--- config.mk ---
export PLATFORM = sky130hd
export DESIGN_NAME = circular_log_descriptor_ring
export DESIGN_NICKNAME = d
export VERILOG_FILES = /design/src/rtl/cldr_pkg.sv /design/src/rtl/cldr_front.sv /design/src/rtl/cldr_queue.sv /design/src/rtl/cldr_back.sv /design/src/rtl/circular_log_descriptor_ring.sv
export SDC_FILE = /design/constraint.sdc
export NUM_CORES = 2
export LEC_CHECK = 0
export BUFFER_PORTS_ARGS = -buffer_cell sky130_fd_sc_hd__buf_2
export CORE_MARGIN = 1.5
export CORE_UTILIZATION = 43
export CTS_CLUSTER_SIZE = 28
export DETAILED_ROUTE_END_ITERATION = 6
export HOLD_SLACK_MARGIN = 0.08
export PLACE_DENSITY = 0.68
export SLEW_MARGIN = 10
export SYNTH_ARGS = -nofsm -noshare
export SYNTH_HDL_FRONTEND = slang
export SYNTH_SLANG_ARGS = --single-unit
--- constraint.sdc ---
create_clock -name clock -period 7.4 [get_ports clock]
set_clock_uncertainty 0.2 [all_clocks]
set_input_delay 1.85 -clock clock [delete_from_list [all_inputs] [get_ports clock]]
set_output_delay 1.85 -clock clock [all_outputs]
set_load 0.02 [all_outputs]
--- src/rtl/cldr_pkg.sv ---
// Shared types, constants and helpers of the circular log descriptor ring.
// Used by every module in rtl/; it depends on nothing else.
package cldr_pkg;

   localparam int SLOT_COUNT = 16;
   localparam int DATA_BYTES = 4096;
   localparam int WALK_LIMIT = 16;
   localparam int WALK_MAX   = (SLOT_COUNT < WALK_LIMIT) ? SLOT_COUNT : WALK_LIMIT;

   localparam int OP_W    = 2;
   localparam int KIND_W  = 2;
   localparam int SLOT_W  = 4;
   localparam int OFF_W   = 12;
   localparam int LEN_W   = 13;
   localparam int TIME_W  = 32;
   localparam int CNT_W   = 5;
   localparam int SUM_W   = LEN_W + 1;

   localparam int REQ_DATA_W = 72;
   localparam int RSP_DATA_W = 48;

   localparam int QUEUE_DEPTH = 2;
   localparam int QPTR_W      = $clog2(QUEUE_DEPTH);
   localparam int QCNT_W      = $clog2(QUEUE_DEPTH + 1);

   localparam logic [LEN_W-1:0] DB_LEN = LEN_W'(DATA_BYTES);
   localparam logic [SUM_W-1:0] DB_SUM = SUM_W'(DATA_BYTES);

   typedef enum logic [OP_W-1:0] {
      OP_RESTORE = 2'd0,
      OP_APPEND  = 2'd1,
      OP_READ    = 2'd2,
      OP_COUNT   = 2'd3
   } op_type;

   typedef enum logic [KIND_W-1:0] {
      KIND_ACK   = 2'd0,
      KIND_SEG   = 2'd1,
      KIND_TOTAL = 2'd2,
      KIND_TRUNC = 2'd3
   } kind_type;

   // Classified command as it travels from the front end to the sequencer.
   typedef struct packed {
      op_type              op;
      logic [SLOT_W-1:0]   idx;
      logic [OFF_W-1:0]    off;
      logic [LEN_W-1:0]    len;
      logic [TIME_W-1:0]   tstamp;
      logic [CNT_W-1:0]    n;
   } cmd_type;

   // Queue head as seen by the sequencer.
   typedef struct packed {
      logic    valid;
      cmd_type cmd;
   } queue_out_type;

   typedef struct packed {
      kind_type            kind;
      logic [SLOT_W-1:0]   slot;
      logic [OFF_W-1:0]    off;
      logic [LEN_W-1:0]    len;
      logic [LEN_W-1:0]    total;
      logic                last;
   } rsp_type;

   // One descriptor: offset, length and timestamp of a stored message.
   typedef struct packed {
      logic [OFF_W-1:0]  off;
      logic [LEN_W-1:0]  len;
      logic [TIME_W-1:0] tstamp;
   } entry_type;

   function automatic logic [SLOT_W-1:0] prev_slot(input logic [SLOT_W-1:0] s);
      return (s == '0) ? SLOT_W'(SLOT_COUNT - 1) : s - 1'b1;
   endfunction

   function automatic logic [SLOT_W-1:0] next_slot(input logic [SLOT_W-1:0] s);
      return (32'(s) + 1 >= SLOT_COUNT) ? '0 : s + 1'b1;
   endfunction

endpackage

--- src/rtl/cldr_front.sv ---
// Front end of the descriptor ring: accepts request transactions and
// classifies them into commands (clamped length and walk count).
// Depends on cldr_pkg.
module cldr_front (
   input  logic                         clock,
   input  logic                         reset,
   input  logic                         in_valid,
   output logic                         in_ready,
   input  cldr_pkg::cmd_type            in_raw,
   output logic                         cmd_valid,
   input  logic                         cmd_ready,
   output cldr_pkg::cmd_type            cmd
);

   logic              valid_ff, valid_in;
   cldr_pkg::cmd_type cmd_ff, cmd_in;
   logic              take;

   assign in_ready  = !valid_ff || cmd_ready;
   assign take      = in_valid && in_ready;
   assign cmd_valid = valid_ff;
   assign cmd       = cmd_ff;

   always_comb begin
      cmd_in = in_raw;
      // Offsets wrap into the data area, lengths saturate at its size.
      cmd_in.off = cldr_pkg::OFF_W'(32'(in_raw.off) % cldr_pkg::DATA_BYTES);
      if (in_raw.len > cldr_pkg::DB_LEN) begin
         cmd_in.len = cldr_pkg::DB_LEN;
      end
      if (32'(in_raw.n) > cldr_pkg::WALK_MAX) begin
         cmd_in.n = cldr_pkg::CNT_W'(cldr_pkg::WALK_MAX);
      end
      valid_in = take ? 1'b1 : (cmd_ready ? 1'b0 : valid_ff);
   end

   always_ff @(posedge clock) begin
      if (reset) begin
         valid_ff <= 1'b0;
      end else begin
         valid_ff <= valid_in;
      end
   end

   always_ff @(posedge clock) begin
      if (take) begin
         cmd_ff <= cmd_in;
      end
   end

endmodule

--- src/rtl/cldr_queue.sv ---
// Short command queue between the front end and the sequencer of the
// descriptor ring. Depends on cldr_pkg.
module cldr_queue (
   input  logic                       clock,
   input  logic                       reset,
   input  logic                       push_valid,
   output logic                       push_ready,
   input  cldr_pkg::cmd_type          push_cmd,
   input  logic                       pop,
   output cldr_pkg::queue_out_type    head
);

   cldr_pkg::cmd_type              slots [cldr_pkg::QUEUE_DEPTH];
   logic [cldr_pkg::QPTR_W-1:0]    wr_ptr_ff, wr_ptr_in;
   logic [cldr_pkg::QPTR_W-1:0]    rd_ptr_ff, rd_ptr_in;
   logic [cldr_pkg::QCNT_W-1:0]    count_ff, count_in;
   logic                           do_push, do_pop;

   assign push_ready = (32'(count_ff) < cldr_pkg::QUEUE_DEPTH);
   assign do_push    = push_valid && push_ready;
   assign do_pop     = pop && (count_ff != '0);
   assign head.valid = (count_ff != '0);
   assign head.cmd   = slots[rd_ptr_ff];

   always_comb begin
      wr_ptr_in = wr_ptr_ff;
      rd_ptr_in = rd_ptr_ff;
      if (do_push) begin
         wr_ptr_in = (32'(wr_ptr_ff) == cldr_pkg::QUEUE_DEPTH - 1) ? '0 : wr_ptr_ff + 1'b1;
      end
      if (do_pop) begin
         rd_ptr_in = (32'(rd_ptr_ff) == cldr_pkg::QUEUE_DEPTH - 1) ? '0 : rd_ptr_ff + 1'b1;
      end
      count_in = count_ff + cldr_pkg::QCNT_W'(do_push) - cldr_pkg::QCNT_W'(do_pop);
   end

   always_ff @(posedge clock) begin
      if (reset) begin
         wr_ptr_ff <= '0;
         rd_ptr_ff <= '0;
         count_ff  <= '0;
      end else begin
         wr_ptr_ff <= wr_ptr_in;
         rd_ptr_ff <= rd_ptr_in;
         count_ff  <= count_in;
      end
   end

   always_ff @(posedge clock) begin
      if (do_push) begin
         slots[wr_ptr_ff] <= push_cmd;
      end
   end

endmodule

--- src/rtl/cldr_back.sv ---
// Sequencer of the descriptor ring: holds the descriptor memory, the write
// slot and the newest timestamp, and drives the result register. Depends on cldr_pkg.
module cldr_back (
   input  logic                      clock,
   input  logic                      reset,
   input  cldr_pkg::queue_out_type   head,
   output logic                      pop,
   output logic                      out_valid,
   input  logic                      out_ready,
   output cldr_pkg::rsp_type         out_data
);

   typedef enum logic [9:0] {
      ST_IDLE     = 10'b00_0000_0001,
      ST_RESTORE  = 10'b00_0000_0010,
      ST_APP_RD   = 10'b00_0000_0100,
      ST_APP_UPD  = 10'b00_0000_1000,
      ST_SEG      = 10'b00_0001_0000,
      ST_SEG2     = 10'b00_0010_0000,
      ST_WALK_RD  = 10'b00_0100_0000,
      ST_WALK_CHK = 10'b00_1000_0000,
      ST_WALK_END = 10'b01_0000_0000,
      ST_TRUNC    = 10'b10_0000_0000
   } state_type;

   state_type                          state_ff, state_in;
   cldr_pkg::cmd_type                  cmd_ff, cmd_in;
   logic [cldr_pkg::SLOT_W-1:0]        write_slot_ff, write_slot_in;
   logic [cldr_pkg::TIME_W-1:0]        newest_ff, newest_in;
   logic [cldr_pkg::SLOT_W-1:0]        slot_ff, slot_in;
   logic [cldr_pkg::CNT_W-1:0]         cnt_ff, cnt_in;
   logic [cldr_pkg::LEN_W-1:0]         sum_ff, sum_in;
   logic [cldr_pkg::OFF_W-1:0]         seg_off_ff, seg_off_in;
   logic [cldr_pkg::LEN_W-1:0]         seg_len_ff, seg_len_in;
   logic                               rsp_valid_ff, rsp_valid_in;
   cldr_pkg::rsp_type                  rsp_ff;

   cldr_pkg::entry_type                desc_mem [cldr_pkg::SLOT_COUNT];
   logic                               valid_ff [cldr_pkg::SLOT_COUNT];
   cldr_pkg::entry_type                rd_data_ff;
   logic                               rd_valid_ff;

   logic                               mem_we, mem_re;
   logic [cldr_pkg::SLOT_W-1:0]        mem_wa, mem_ra;
   cldr_pkg::entry_type                mem_wd;
   logic                               emit;
   cldr_pkg::rsp_type                  emit_data;
   logic                               out_free;

   cldr_pkg::entry_type                ent;
   logic [cldr_pkg::SUM_W-1:0]         link_sum, app_off, seg_end, walk_total;
   logic [cldr_pkg::TIME_W-1:0]        base_time;
   logic                               is_append, fin, seg_wrap;

   assign out_free  = !rsp_valid_ff || out_ready;
   assign out_valid = rsp_valid_ff;
   assign out_data  = rsp_ff;

   always_comb begin
      ent        = rd_valid_ff ? rd_data_ff : '0;
      link_sum   = cldr_pkg::SUM_W'(ent.off) + cldr_pkg::SUM_W'(ent.len);
      app_off    = (link_sum >= cldr_pkg::DB_SUM) ? link_sum - cldr_pkg::DB_SUM : link_sum;
      seg_end    = cldr_pkg::SUM_W'(seg_off_ff) + cldr_pkg::SUM_W'(seg_len_ff);
      seg_wrap   = seg_end > cldr_pkg::DB_SUM;
      walk_total = cldr_pkg::SUM_W'(sum_ff) + cldr_pkg::SUM_W'(ent.len);
      base_time  = (cmd_ff.idx == '0) ? '0 : newest_ff;
      is_append  = (cmd_ff.op == cldr_pkg::OP_APPEND);
      fin        = is_append || (cnt_ff == '0);
   end

   always_comb begin
      state_in      = state_ff;
      cmd_in        = cmd_ff;
      write_slot_in = write_slot_ff;
      newest_in     = newest_ff;
      slot_in       = slot_ff;
      cnt_in        = cnt_ff;
      sum_in        = sum_ff;
      seg_off_in    = seg_off_ff;
      seg_len_in    = seg_len_ff;
      pop           = 1'b0;
      mem_we        = 1'b0;
      mem_wa        = slot_ff;
      mem_wd        = '0;
      mem_re        = 1'b0;
      mem_ra        = slot_ff;
      emit          = 1'b0;
      emit_data     = '0;

      unique case (state_ff)
         ST_IDLE: begin
            if (head.valid) begin
               pop     = 1'b1;
               cmd_in  = head.cmd;
               slot_in = write_slot_ff;
               cnt_in  = head.cmd.n;
               sum_in  = '0;
               unique case (head.cmd.op)
                  cldr_pkg::OP_RESTORE: state_in = ST_RESTORE;
                  cldr_pkg::OP_APPEND:  state_in = ST_APP_RD;
                  cldr_pkg::OP_READ,
                  cldr_pkg::OP_COUNT:   state_in = ST_WALK_RD;
                  default:              state_in = ST_IDLE;
               endcase
            end
         end

         ST_RESTORE: begin
            if (out_free) begin
               if (32'(cmd_ff.idx) < cldr_pkg::SLOT_COUNT) begin
                  mem_we = 1'b1;
                  mem_wa = cmd_ff.idx;
                  mem_wd = '{off: cmd_ff.off, len: cmd_ff.len, tstamp: cmd_ff.tstamp};
                  if (cmd_ff.tstamp > base_time) begin
                     newest_in     = cmd_ff.tstamp;
                     write_slot_in = cldr_pkg::next_slot(cmd_ff.idx);
                  end else if (cmd_ff.idx == '0) begin
                     newest_in     = '0;
                     write_slot_in = '0;
                  end
               end
               emit           = 1'b1;
               emit_data.kind = cldr_pkg::KIND_ACK;
               emit_data.slot = cmd_ff.idx;
               emit_data.last = 1'b1;
               state_in       = ST_IDLE;
            end
         end

         ST_APP_RD: begin
            mem_re   = 1'b1;
            mem_ra   = cldr_pkg::prev_slot(slot_ff);
            state_in = ST_APP_UPD;
         end

         ST_APP_UPD: begin
            // A previous slot that is all zero means the log starts over at 0.
            seg_off_in    = (ent == '0) ? '0 : cldr_pkg::OFF_W'(app_off);
            seg_len_in    = cmd_ff.len;
            mem_we        = 1'b1;
            mem_wa        = slot_ff;
            mem_wd        = '{off: seg_off_in, len: cmd_ff.len, tstamp: cmd_ff.tstamp};
            write_slot_in = cldr_pkg::next_slot(slot_ff);
            state_in      = ST_SEG;
         end

         ST_SEG: begin
            if (out_free) begin
               emit           = 1'b1;
               emit_data.kind = cldr_pkg::KIND_SEG;
               emit_data.slot = slot_ff;
               emit_data.off  = seg_off_ff;
               if (seg_wrap) begin
                  emit_data.len = cldr_pkg::DB_LEN - cldr_pkg::LEN_W'(seg_off_ff);
                  state_in      = ST_SEG2;
               end else begin
                  emit_data.len  = seg_len_ff;
                  emit_data.last = fin;
                  state_in       = fin ? ST_IDLE : ST_WALK_RD;
               end
            end
         end

         ST_SEG2: begin
            if (out_free) begin
               emit           = 1'b1;
               emit_data.kind = cldr_pkg::KIND_SEG;
               emit_data.slot = slot_ff;
               emit_data.len  = cldr_pkg::LEN_W'(seg_end - cldr_pkg::DB_SUM);
               emit_data.last = fin;
               state_in       = fin ? ST_IDLE : ST_WALK_RD;
            end
         end

         ST_WALK_RD: begin
            if (cnt_ff == '0) begin
               state_in = ST_WALK_END;
            end else begin
               slot_in  = cldr_pkg::prev_slot(slot_ff);
               mem_re   = 1'b1;
               mem_ra   = slot_in;
               cnt_in   = cnt_ff - 1'b1;
               state_in = ST_WALK_CHK;
            end
         end

         ST_WALK_CHK: begin
            if (walk_total > cldr_pkg::DB_SUM) begin
               if (cmd_ff.op == cldr_pkg::OP_READ) begin
                  state_in = ST_TRUNC;
               end else begin
                  sum_in   = cldr_pkg::DB_LEN;
                  state_in = ST_WALK_END;
               end
            end else begin
               sum_in = cldr_pkg::LEN_W'(walk_total);
               if (cmd_ff.op == cldr_pkg::OP_READ) begin
                  seg_off_in = ent.off;
                  seg_len_in = ent.len;
                  state_in   = ST_SEG;
               end else begin
                  state_in = ST_WALK_RD;
               end
            end
         end

         ST_TRUNC: begin
            if (out_free) begin
               emit           = 1'b1;
               emit_data.kind = cldr_pkg::KIND_TRUNC;
               emit_data.slot = slot_ff;
               emit_data.len  = cldr_pkg::DB_LEN - sum_ff;
               emit_data.last = 1'b1;
               state_in       = ST_IDLE;
            end
         end

         ST_WALK_END: begin
            if (out_free) begin
               emit           = 1'b1;
               emit_data.last = 1'b1;
               if (cmd_ff.op == cldr_pkg::OP_COUNT) begin
                  emit_data.kind  = cldr_pkg::KIND_TOTAL;
                  emit_data.total = sum_ff;
               end else begin
                  emit_data.kind = cldr_pkg::KIND_ACK;
               end
               state_in = ST_IDLE;
            end
         end

         default: state_in = ST_IDLE;
      endcase

      rsp_valid_in = emit ? 1'b1 : (out_ready ? 1'b0 : rsp_valid_ff);
   end

   always_ff @(posedge clock) begin
      if (reset) begin
         state_ff      <= ST_IDLE;
         write_slot_ff <= '0;
         newest_ff     <= '0;
         rsp_valid_ff  <= 1'b0;
         for (int i = 0; i < cldr_pkg::SLOT_COUNT; i++) begin
            valid_ff[i] <= 1'b0;
         end
      end else begin
         state_ff      <= state_in;
         write_slot_ff <= write_slot_in;
         newest_ff     <= newest_in;
         rsp_valid_ff  <= rsp_valid_in;
         if (mem_we) begin
            valid_ff[mem_wa] <= 1'b1;
         end
      end
   end

   always_ff @(posedge clock) begin
      cmd_ff     <= cmd_in;
      slot_ff    <= slot_in;
      cnt_ff     <= cnt_in;
      sum_ff     <= sum_in;
      seg_off_ff <= seg_off_in;
      seg_len_ff <= seg_len_in;
      if (emit) begin
         rsp_ff <= emit_data;
      end
   end

   always_ff @(posedge clock) begin
      if (mem_we) begin
         desc_mem[mem_wa] <= mem_wd;
      end
   end

   always_ff @(posedge clock) begin
      if (mem_re) begin
         rd_data_ff  <= desc_mem[mem_ra];
         rd_valid_ff <= valid_ff[mem_ra];
      end
   end

endmodule

--- src/rtl/circular_log_descriptor_ring.sv ---
// Top level of the circular log descriptor ring: stream ports, front end,
// command queue and sequencer. Depends on cldr_pkg, cldr_front, cldr_queue, cldr_back.
//
// Usage: each request transaction on the req_ channel carries one command in
// req_tuser (restore, append, read plan, count) and its operands in req_tdata.
// Every command returns one or more result transactions on the rsp_ channel;
// rsp_tlast marks the final one, rsp_tuser tells what it is.
// The front end classifies and registers a request and hands it to
// a two-entry queue, so new requests are taken while the sequencer works.
// The sequencer runs one command at a time against a 16-entry descriptor
// memory with one read port and registered read data. A read or a count
// walks back over up to 16 slots from the write slot; a read stops at a
// truncation mark and a count stops when its total saturates.
// Result transactions sit in an output register; when the receiver holds
// rsp_tready low the sequencer waits on it and the queue then fills, after
// which req_tready drops. Reset empties the queue, drops the result register,
// and marks every descriptor as all zero; write slot and newest timestamp clear.
module circular_log_descriptor_ring (
   input  logic                               clock,
   input  logic                               reset,
   input  logic                               req_tvalid,
   output logic                               req_tready,
   // entry_index[3:0], entry_offset[15:4], msg_length[28:16],
   // time_stamp[60:29], request_count[65:61], zero fill above
   input  logic [cldr_pkg::REQ_DATA_W-1:0]    req_tdata,
   // opcode[1:0]
   input  logic [cldr_pkg::OP_W-1:0]          req_tuser,
   output logic                               rsp_tvalid,
   input  logic                               rsp_tready,
   // slot_index[3:0], seg_offset[15:4], seg_length[28:16],
   // byte_total[41:29], zero fill above
   output logic [cldr_pkg::RSP_DATA_W-1:0]    rsp_tdata,
   // kind[1:0]
   output logic [cldr_pkg::KIND_W-1:0]        rsp_tuser,
   output logic                               rsp_tlast
);

   cldr_pkg::cmd_type        raw_cmd;
   cldr_pkg::cmd_type        front_cmd;
   logic                     front_valid;
   logic                     queue_ready;
   logic                     queue_pop;
   cldr_pkg::queue_out_type  queue_head;
   cldr_pkg::rsp_type        rsp;

   // Unpack the request transaction into command fields.
   always_comb begin
      raw_cmd.op     = cldr_pkg::op_type'(req_tuser);
      raw_cmd.idx    = req_tdata[3:0];
      raw_cmd.off    = req_tdata[15:4];
      raw_cmd.len    = req_tdata[28:16];
      raw_cmd.tstamp = req_tdata[60:29];
      raw_cmd.n      = req_tdata[65:61];
   end

   cldr_front u_front (
      .clock     (clock),
      .reset     (reset),
      .in_valid  (req_tvalid),
      .in_ready  (req_tready),
      .in_raw    (raw_cmd),
      .cmd_valid (front_valid),
      .cmd_ready (queue_ready),
      .cmd       (front_cmd)
   );

   cldr_queue u_queue (
      .clock      (clock),
      .reset      (reset),
      .push_valid (front_valid),
      .push_ready (queue_ready),
      .push_cmd   (front_cmd),
      .pop        (queue_pop),
      .head       (queue_head)
   );

   cldr_back u_back (
      .clock     (clock),
      .reset     (reset),
      .head      (queue_head),
      .pop       (queue_pop),
      .out_valid (rsp_tvalid),
      .out_ready (rsp_tready),
      .out_data  (rsp)
   );

   // Pack the result transaction.
   assign rsp_tdata = {6'b0, rsp.total, rsp.len, rsp.off, rsp.slot};
   assign rsp_tuser = rsp.kind;
   assign rsp_tlast = rsp.last;

endmodule

Word-level counts from Yosys, hierarchy flattened
Memories as Yosys holds them, arrays and structs flattened. A register that Yosys moved wholly into a read port is not among the register bits. Cells that the tools add are included.

Bits in read-only memories: 0. Latch bits: 0. Output and inout port bits: 53. Bits in writable memories: 1064. Logic and storage cells: 208. Memories kept: 3. Flip-flop bits (word level): 275.

Memories: u_back.desc_mem (depth 16, width 57, read ports 1, clocked after memory_dff 1, wr ports 1, line cldr_back.sv:38) `cldr_pkg::entry_type desc_mem [cldr_pkg::SLOT_COUNT];`; u_queue.slots (depth 2, width 68, read ports 1, clocked after memory_dff 1, wr ports 1, line cldr_queue.sv:13) `cldr_pkg::cmd_type slots [cldr_pkg::QUEUE_DEPTH];`; u_back.valid_ff (depth 16, width 1, read ports 1, clocked after memory_dff 1, wr ports 16, line cldr_back.sv:39) `logic valid_ff [cldr_pkg::SLOT_COUNT];`.

$add $sub $neg: 17. Multiplexer cells: 88. Multiply operators: 0. Bitwise operators: 0. $lt $le $gt $ge: 9. Shift operators: 0. Equal/unequal tests: 26. Div/mod/pow operators: 0. Reduce and logical (&&, ||, !) cells: 35.

Operators by type and width (count): 57-bit 2-to-1 mux (2); 57-bit case mux with 2 select lines (1); 13-bit 2-to-1 mux (8); 10-bit case mux with 8 select lines (1); 10-bit 2-to-1 mux (7); 32-bit by 5-bit greater-or-equal comparator with 1-bit output (second input constant) (2); 32-bit 2-to-1 mux (2); 57-bit zero test (1); 13-bit case mux with 2 select lines (2); 12-bit 2-to-1 mux (4); 4-bit 2-to-1 mux (12); 13-bit case mux with 3 select lines (1); 32-bit greater-than comparator (1); 30-bit 2-to-1 mux (1); 10-bit case mux with 3 select lines (1); 12-bit by 13-bit adder with 14-bit output (2); 14-bit by 13-bit greater-than comparator with 1-bit output (second input constant) (2); 1-bit 2-to-1 mux (27); 12-bit case mux with 2 select lines (1); 4-bit case mux with 2 select lines (3); 4-bit case mux with 4 select lines (1); 5-bit 2-to-1 mux (3); 3-bit AND reduction (5); 13-bit by 13-bit adder with 14-bit output (1); other kinds (52) (84).

Longest topological paths before layout
Depth after elaboration: 9. Mapped depth: 17. Mapped depth without buffers: 14.

Modules after synthesis
From an unflattened synthesis, not the netlist that was laid out.

Cells, all modules: 3082. Area total of the unflattened synthesis: 56301.5 um^2.

Modules (own cells, without submodules): cldr_back (area an instance 48783.0 um^2, sequential area each 35043.6 um^2, times used 1, cells an instance 2744); cldr_queue (area an instance 5233.8 um^2, sequential area each 4184.0 um^2, times used 1, cells an instance 239); cldr_front (area an instance 2235.9 um^2, sequential area each 2062.0 um^2, times used 1, cells an instance 92); circular_log_descriptor_ring (area an instance 48.8 um^2, sequential area each 0.0 um^2, times used 1, cells an instance 7).

Least setup slack after synthesis
Ideal clock, no wire load.

Path type: input -> register. Start: input port rsp_tready. End: memory u_back.desc_mem[14][0] (netlist name) (enable). Setup time: 480 ps. Arrival: 5387 ps. Slack: 1333 ps. Path buffers: 1. Required time: 6720 ps. Cell stages on the path: 8. Path through: nor2b_1 > nor2_1 > nand2_1 > nor3b_1 > buf_2 > nand2_1 > o32a_1 > nor2b_1.

Word-level cells in the longest chain between the ends: 5. Elaborated cells between the ends (all ways): 7. Classes of those cells: 6 x mux; 1 x reduce/logical.

Ends and longest elaborated chain: from (decl) (line circular_log_descriptor_ring.sv:29) `input logic rsp_tready,`; 1-bit logical OR (*) (line cldr_back.sv:55) `assign out_free = !rsp_valid_ff || out_ready;`; 1-bit 2-to-1 mux; 1-bit case mux with 2 select lines (line cldr_back.sv:90) `unique case (state_ff)`; 1-bit 2-to-1 mux (line cldr_back.sv:271) `if (mem_we) begin`; 1-bit 2-to-1 mux (implied by the code) (line cldr_back.sv:272) `desc_mem[mem_wa] <= mem_wd;`; to (decl) (line cldr_back.sv:38).

Mark *: on every way between the ends. The rest lies on a longest branch, timed or not.

Worst setup path in the final report
Start: register u_back.cmd_ff[62] (netlist name). End: register u_back.newest_ff[12] (netlist name).

Word-level cells in the longest chain between the ends: 4.

Ends and longest elaborated chain: from (decl) (line cldr_back.sv:27) `cldr_pkg::cmd_type cmd_ff, cmd_in;`; from (signal assigned) (line cldr_back.sv:259) `cmd_ff <= cmd_in;`; 4-bit zero test (*) (line cldr_back.sv:66, cldr_back.sv:117); 32-bit 2-to-1 mux (*) (line cldr_back.sv:66) `base_time = (cmd_ff.idx == '0) ? '0 : newest_ff;`; 32-bit greater-than comparator (line cldr_back.sv:114) `if (cmd_ff.tstamp > base_time) begin`; 32-bit 2-to-1 mux (*) (line cldr_back.sv:114); to (signal assigned) (line cldr_back.sv:250) `newest_ff <= newest_in;`; to (decl) (line cldr_back.sv:29) `logic [cldr_pkg::TIME_W-1:0] newest_ff, newest_in;`.

Marked as above. A chain may end at the register's enable or synchronous reset.

==> flow_results.org <==
** STA
- At the pin with the least slew margin, the transition time is 1218 ps.
- Dividing the final minimum period by the clock period gives 0.7002.
- Static timing analysis puts the maximum clock frequency at 193.0 MHz.
- Max-slew violation total from the final report :: 0
- Final number of setup-violating endpoints :: 0
- The final hold violation count was 0.
- Post-layout minimum cycle time :: 5181 ps
- Measured against its own limit, the worst slew margin works out to 0.1805.
- For the final routed database, the setup TNS stands at 0 ps.
- Setup repair after global routing left no endpoint under its margin.

** Die
- During I/O placement, the number of pins put on the boundary was 131.
- Horiz. Die Dim :: 369.3 um
- Area of the die :: 136400 um2
- Effective utilization at floorplan :: 0.4328
- Chip Height :: 369.3 um
- FP Rows :: 134
- Placeable core area :: 133300 um2

** Detailed routing
- Dividing the detail-routed wire length by the instance count gives 21.49 um.
- After detailed routing, the total wire length is 130700 um.
- Number of vias per cell after detailed routing :: 5.656
- For this block, the initial DRC count from the detailed router was 3128.
- The pre-antenna-repair detailed-routing pass consisted of 6 iterations.
- Vias :: 34390
- In this run the remaining antenna-violating nets after routing total 0.
- DRC errors left :: 0

** Logic synthesis
- Per-instance average area after synthesis :: 13.87 um2
- Synthesis handed over a netlist of 4159 instances.
- Yosys attributes the largest share of cell area to edfxtp_1, nand2_1, a211oi_1.
- Yosys top cell by area :: edfxtp_1
- The cell area that synthesis handed to floorplanning was 57690 um2.
- Top flip-flop cell by instance count after synthesis :: edfxtp_1
- Number of flops mapped to enable cells by yosys :: 1329
- The synthesized netlist contains 92 unique library cells.
- Portion of synthesized cell area occupied by the leading cell type :: 0.6917
- Post-synth ARST share :: 0
- For this run, the register share of the synthesized area comes to 0.7157.
- Synth warn :: 0
- Synthesis inferred 1398 register bits.

** Power and ir drop
- Max VDD drop :: 0.0003072 V
- Power spread over the standard cell area amounts to 350.8 nW/um2.
- Total power for the finished layout comes to 22650 uW.
- Cell leakage power :: 0.02019 uW

** Setup path
- The worst setup path is captured at a register.
- Along the worst path, the maximum fanout reaches 26.
- The signal on the critical path passes through inv_1 > ha_1 > nand2_1 > buf_4 > nand2_1 > ha_1 > nand4_1 > nor4_1 > nand4_1 > or3_1 > o21ai_0 > a31o_2 > buf_4 > nand2_1 > a21oi_1.
- STA classifies the critical path startpoint as a register.
- In this run the critical register-to-register path is launched from u_back.cmd_ff[62].
- In this run the critical register-to-register path is captured at u_back.newest_ff[12].
- Reg2Reg Depth :: 15
- Launch point of the worst path :: u_back.cmd_ff[62]
- Across all register-to-register paths, the minimum setup slack is 2220 ps.
- CP max stage cell :: nand2_1
- Top cell by count, worst path :: nand2_1
- Data on the critical path arrives at its endpoint at 5660 ps.
- Data on the critical path is required at its endpoint by 7880 ps.
- Maximum cell stage delay along the critical path :: 600 ps
- Worst setup endpoint :: u_back.newest_ff[12]
- The worst setup path is of the reg2reg kind.

** CTS
- Clk slew on worst S/H paths :: 60 ps
- Clock Tree Buf Depth :: 3
- The number of clock buffers added by TritonCTS is 136.
- Gates resized during post-CTS repair numbered 0.
- After clock tree synthesis, the setup repair step added 0 buffers.
- The clock drives 1398 sinks.
- Level count of the clock H-tree :: 4
- TritonCTS built the clock tree.
- Clock tree root driver cell :: clkbuf_16
- At the later pin of the worst-skew pair, clock insertion delay measures 770 ps.
- Number of buffers inserted by hold repair at cts :: 0

** Layout
- Fraction of layout instances using a drive strength above 1 :: 0.1162
- Count of fill cells added during filler insertion :: 11080
- The repair_antennas step left the layout with diodes totalling 0.
- Area overhead of the layout relative to synthesis :: 11.94%
- Final design utilization :: 0.4845
- Fin nets :: 4354

** Placed design
- Post-detail-place hpwl :: 74350 um
- IO buf count :: 118
- At the end of routability-driven placement, the weighted congestion stood at 0.8711.

** Job
- Max-cap viol count :: 0

** Outcome
- Status :: finished clean

** GRT
- The number of antenna violations at the first check in global routing came to 2.
- Largest net degree at the start of global routing :: 167
- Overflow after GRT :: 0
- The number of global-route vias before repair was 33040.
- The first global-routing pass estimated 196100 um of wire.
- In the global route stage, overall resource usage came out at 0.1886.

** Min path
- In this run the most critical hold path is launched from u_front.cmd[35].
- Classification of the worst-slack hold path :: reg2reg
- The worst hold path passes through 0 cells.
Yosys cell counts (31+ instances only):
library cell  number
inv_1             35
buf_2             63
ha_1              66
nor3_1            31
dfxtp_1           69
mux2_2            70
nor2b_1          308
clkbuf_1         192
edfxtp_1        1329
nor2_1           119
and2_1            42
a31oi_1          129
a21oi_1          196
a211oi_1         299
o21ai_0           56
a311oi_1         118
nand3_1           58
xnor2_1           47
nand2_1          626
cell usage in the layout, fill, tap and decap left out, drive strengths merged, types with 6 or more instances in the layout:
cell	instances
a211oi	299
a21o	16
a21oi	196
a22o	8
a22oi	6
a311oi	118
a31oi	129
and2	42
buf	191
bufinv	6
clkbuf	178
clkinv	49
conb	6
dfxtp	69
edfxtp	1329
ha	66
inv	42
mux2	70
mux2i	17
nand2	626
nand2b	11
nand3	58
nand4	19
nor2	119
nor2b	308
nor3	34
nor3b	6
nor4	20
o211ai	7
o21a	9
o21ai	62
o221ai	13
o22ai	6
or2	7
or3	12
xnor2	47
xor2	23
cell type report:
| cell class | instances | area, um2 | area share |
|---|---|---|---|
| flip-flops and latches | 1398 | 41290 | 0.6394 |
| multi-input cells | 2447 | 15290 | 0.2368 |
| well taps | 1768 | 2212 | 0.03425 |
| clock inverters | 64 | 590.6 | 0.009144 |
| inverters | 35 | 131.4 | 0.002034 |
| clock buffers | 178 | 3633 | 0.05626 |
| repair buffers | 191 | 1426 | 0.02209 |
through the flow:
stage / cells / hold slack, ps / setup slack (ps) / area [um2]
floorplan: 4164 / 221.5 / 1333 / 57710
global placement: 5839 / 222.2 / 1790 / 60360
detailed placement: 5839 / 229.0 / 1779 / 60360
CTS: 6081 / 243.2 / 2083 / 64580
global route: 6081 / 244.9 / 1901 / 64580
finish: 6081 / 238.8 / 2219 / 64580
critical path, delay by kind of cell (launching register included):
family | cells | cell delay [ps]
adders and majority gates | 2 | 520
DFF | 1 | 490
and+or+nand+nor | 7 | 2030
buffers and inverters | 3 | 810
AOI/OAI and AO/OA | 3 | 1000
how the worst min path moves through the flow:
stage | to | slack, ps
2_1_floorplan | u_queue.slots[0][0] | 220
3_3_place_gp | u_queue.slots[0][14] | 220
3_5_place_dp | u_queue.slots[1][43] | 230
4_1_cts | u_queue.slots[1][35] | 240
5_1_grt | u_queue.slots[1][64] | 240
6_report | u_queue.slots[1][35] | 240
cell families (layout without fill, tap and decap cells):
logic type,Yosys count,count (layout),share of synthesized area
AOI/OAI and AO/OA,924,924,0.1110
xor gates and xnor gates,70,70,0.01063
adders and majority gates,71,71,0.01535
buffers and inverters,319,468,0.02325
DFF,1398,1398,0.7157
muxes,87,87,0.01683
other,1,6,0.00006500
and+or+nand+nor,1289,1289,0.1072
state kept, by name, summed over array words and instances, names as in the netlist, 2 cells and up, named ones only:
| name | flops |
|---|---|
| u_back.seg_len_ff | 13 |
| u_back.rd_data_ff | 57 |
| u_back.slot_ff | 4 |
| u_front.cmd | 68 |
| u_back.state_ff | 10 |
| u_back.newest_ff | 32 |
| u_back.desc_mem | 912 |
| u_back.valid_ff | 16 |
| u_back.cmd_ff | 63 |
| u_queue.slots | 136 |
| u_queue.count_ff | 2 |
| u_back.cnt_ff | 5 |
| u_back.seg_off_ff | 12 |
| u_back.write_slot_ff | 4 |
| u_back.sum_ff | 13 |
| u_back.out_data | 45 |
report_power, final:
group,internal (uW),switching (uW),leakage [uW]
sequential,9300,499,0.0117
combinational,2140,4110,0.00639
clock,3700,2900,0.00206
total,15100,7510,0.0202
per-layer routing:
| metal | global-route usage | up-vias | wire, um |
|---|---|---|---|
| met3 | 0.03220 | 224 | 8760 |
| met2 | 0.3170 | 1135 | 63860 |
| met1 | 0.2461 | 17120 | 54140 |
| met5 | 0 | - | 0 |
| li1 | - | 15910 | - |
| met4 | 0.06743 | 0 | 3947 |
Power figures use the tool's default switching activity.
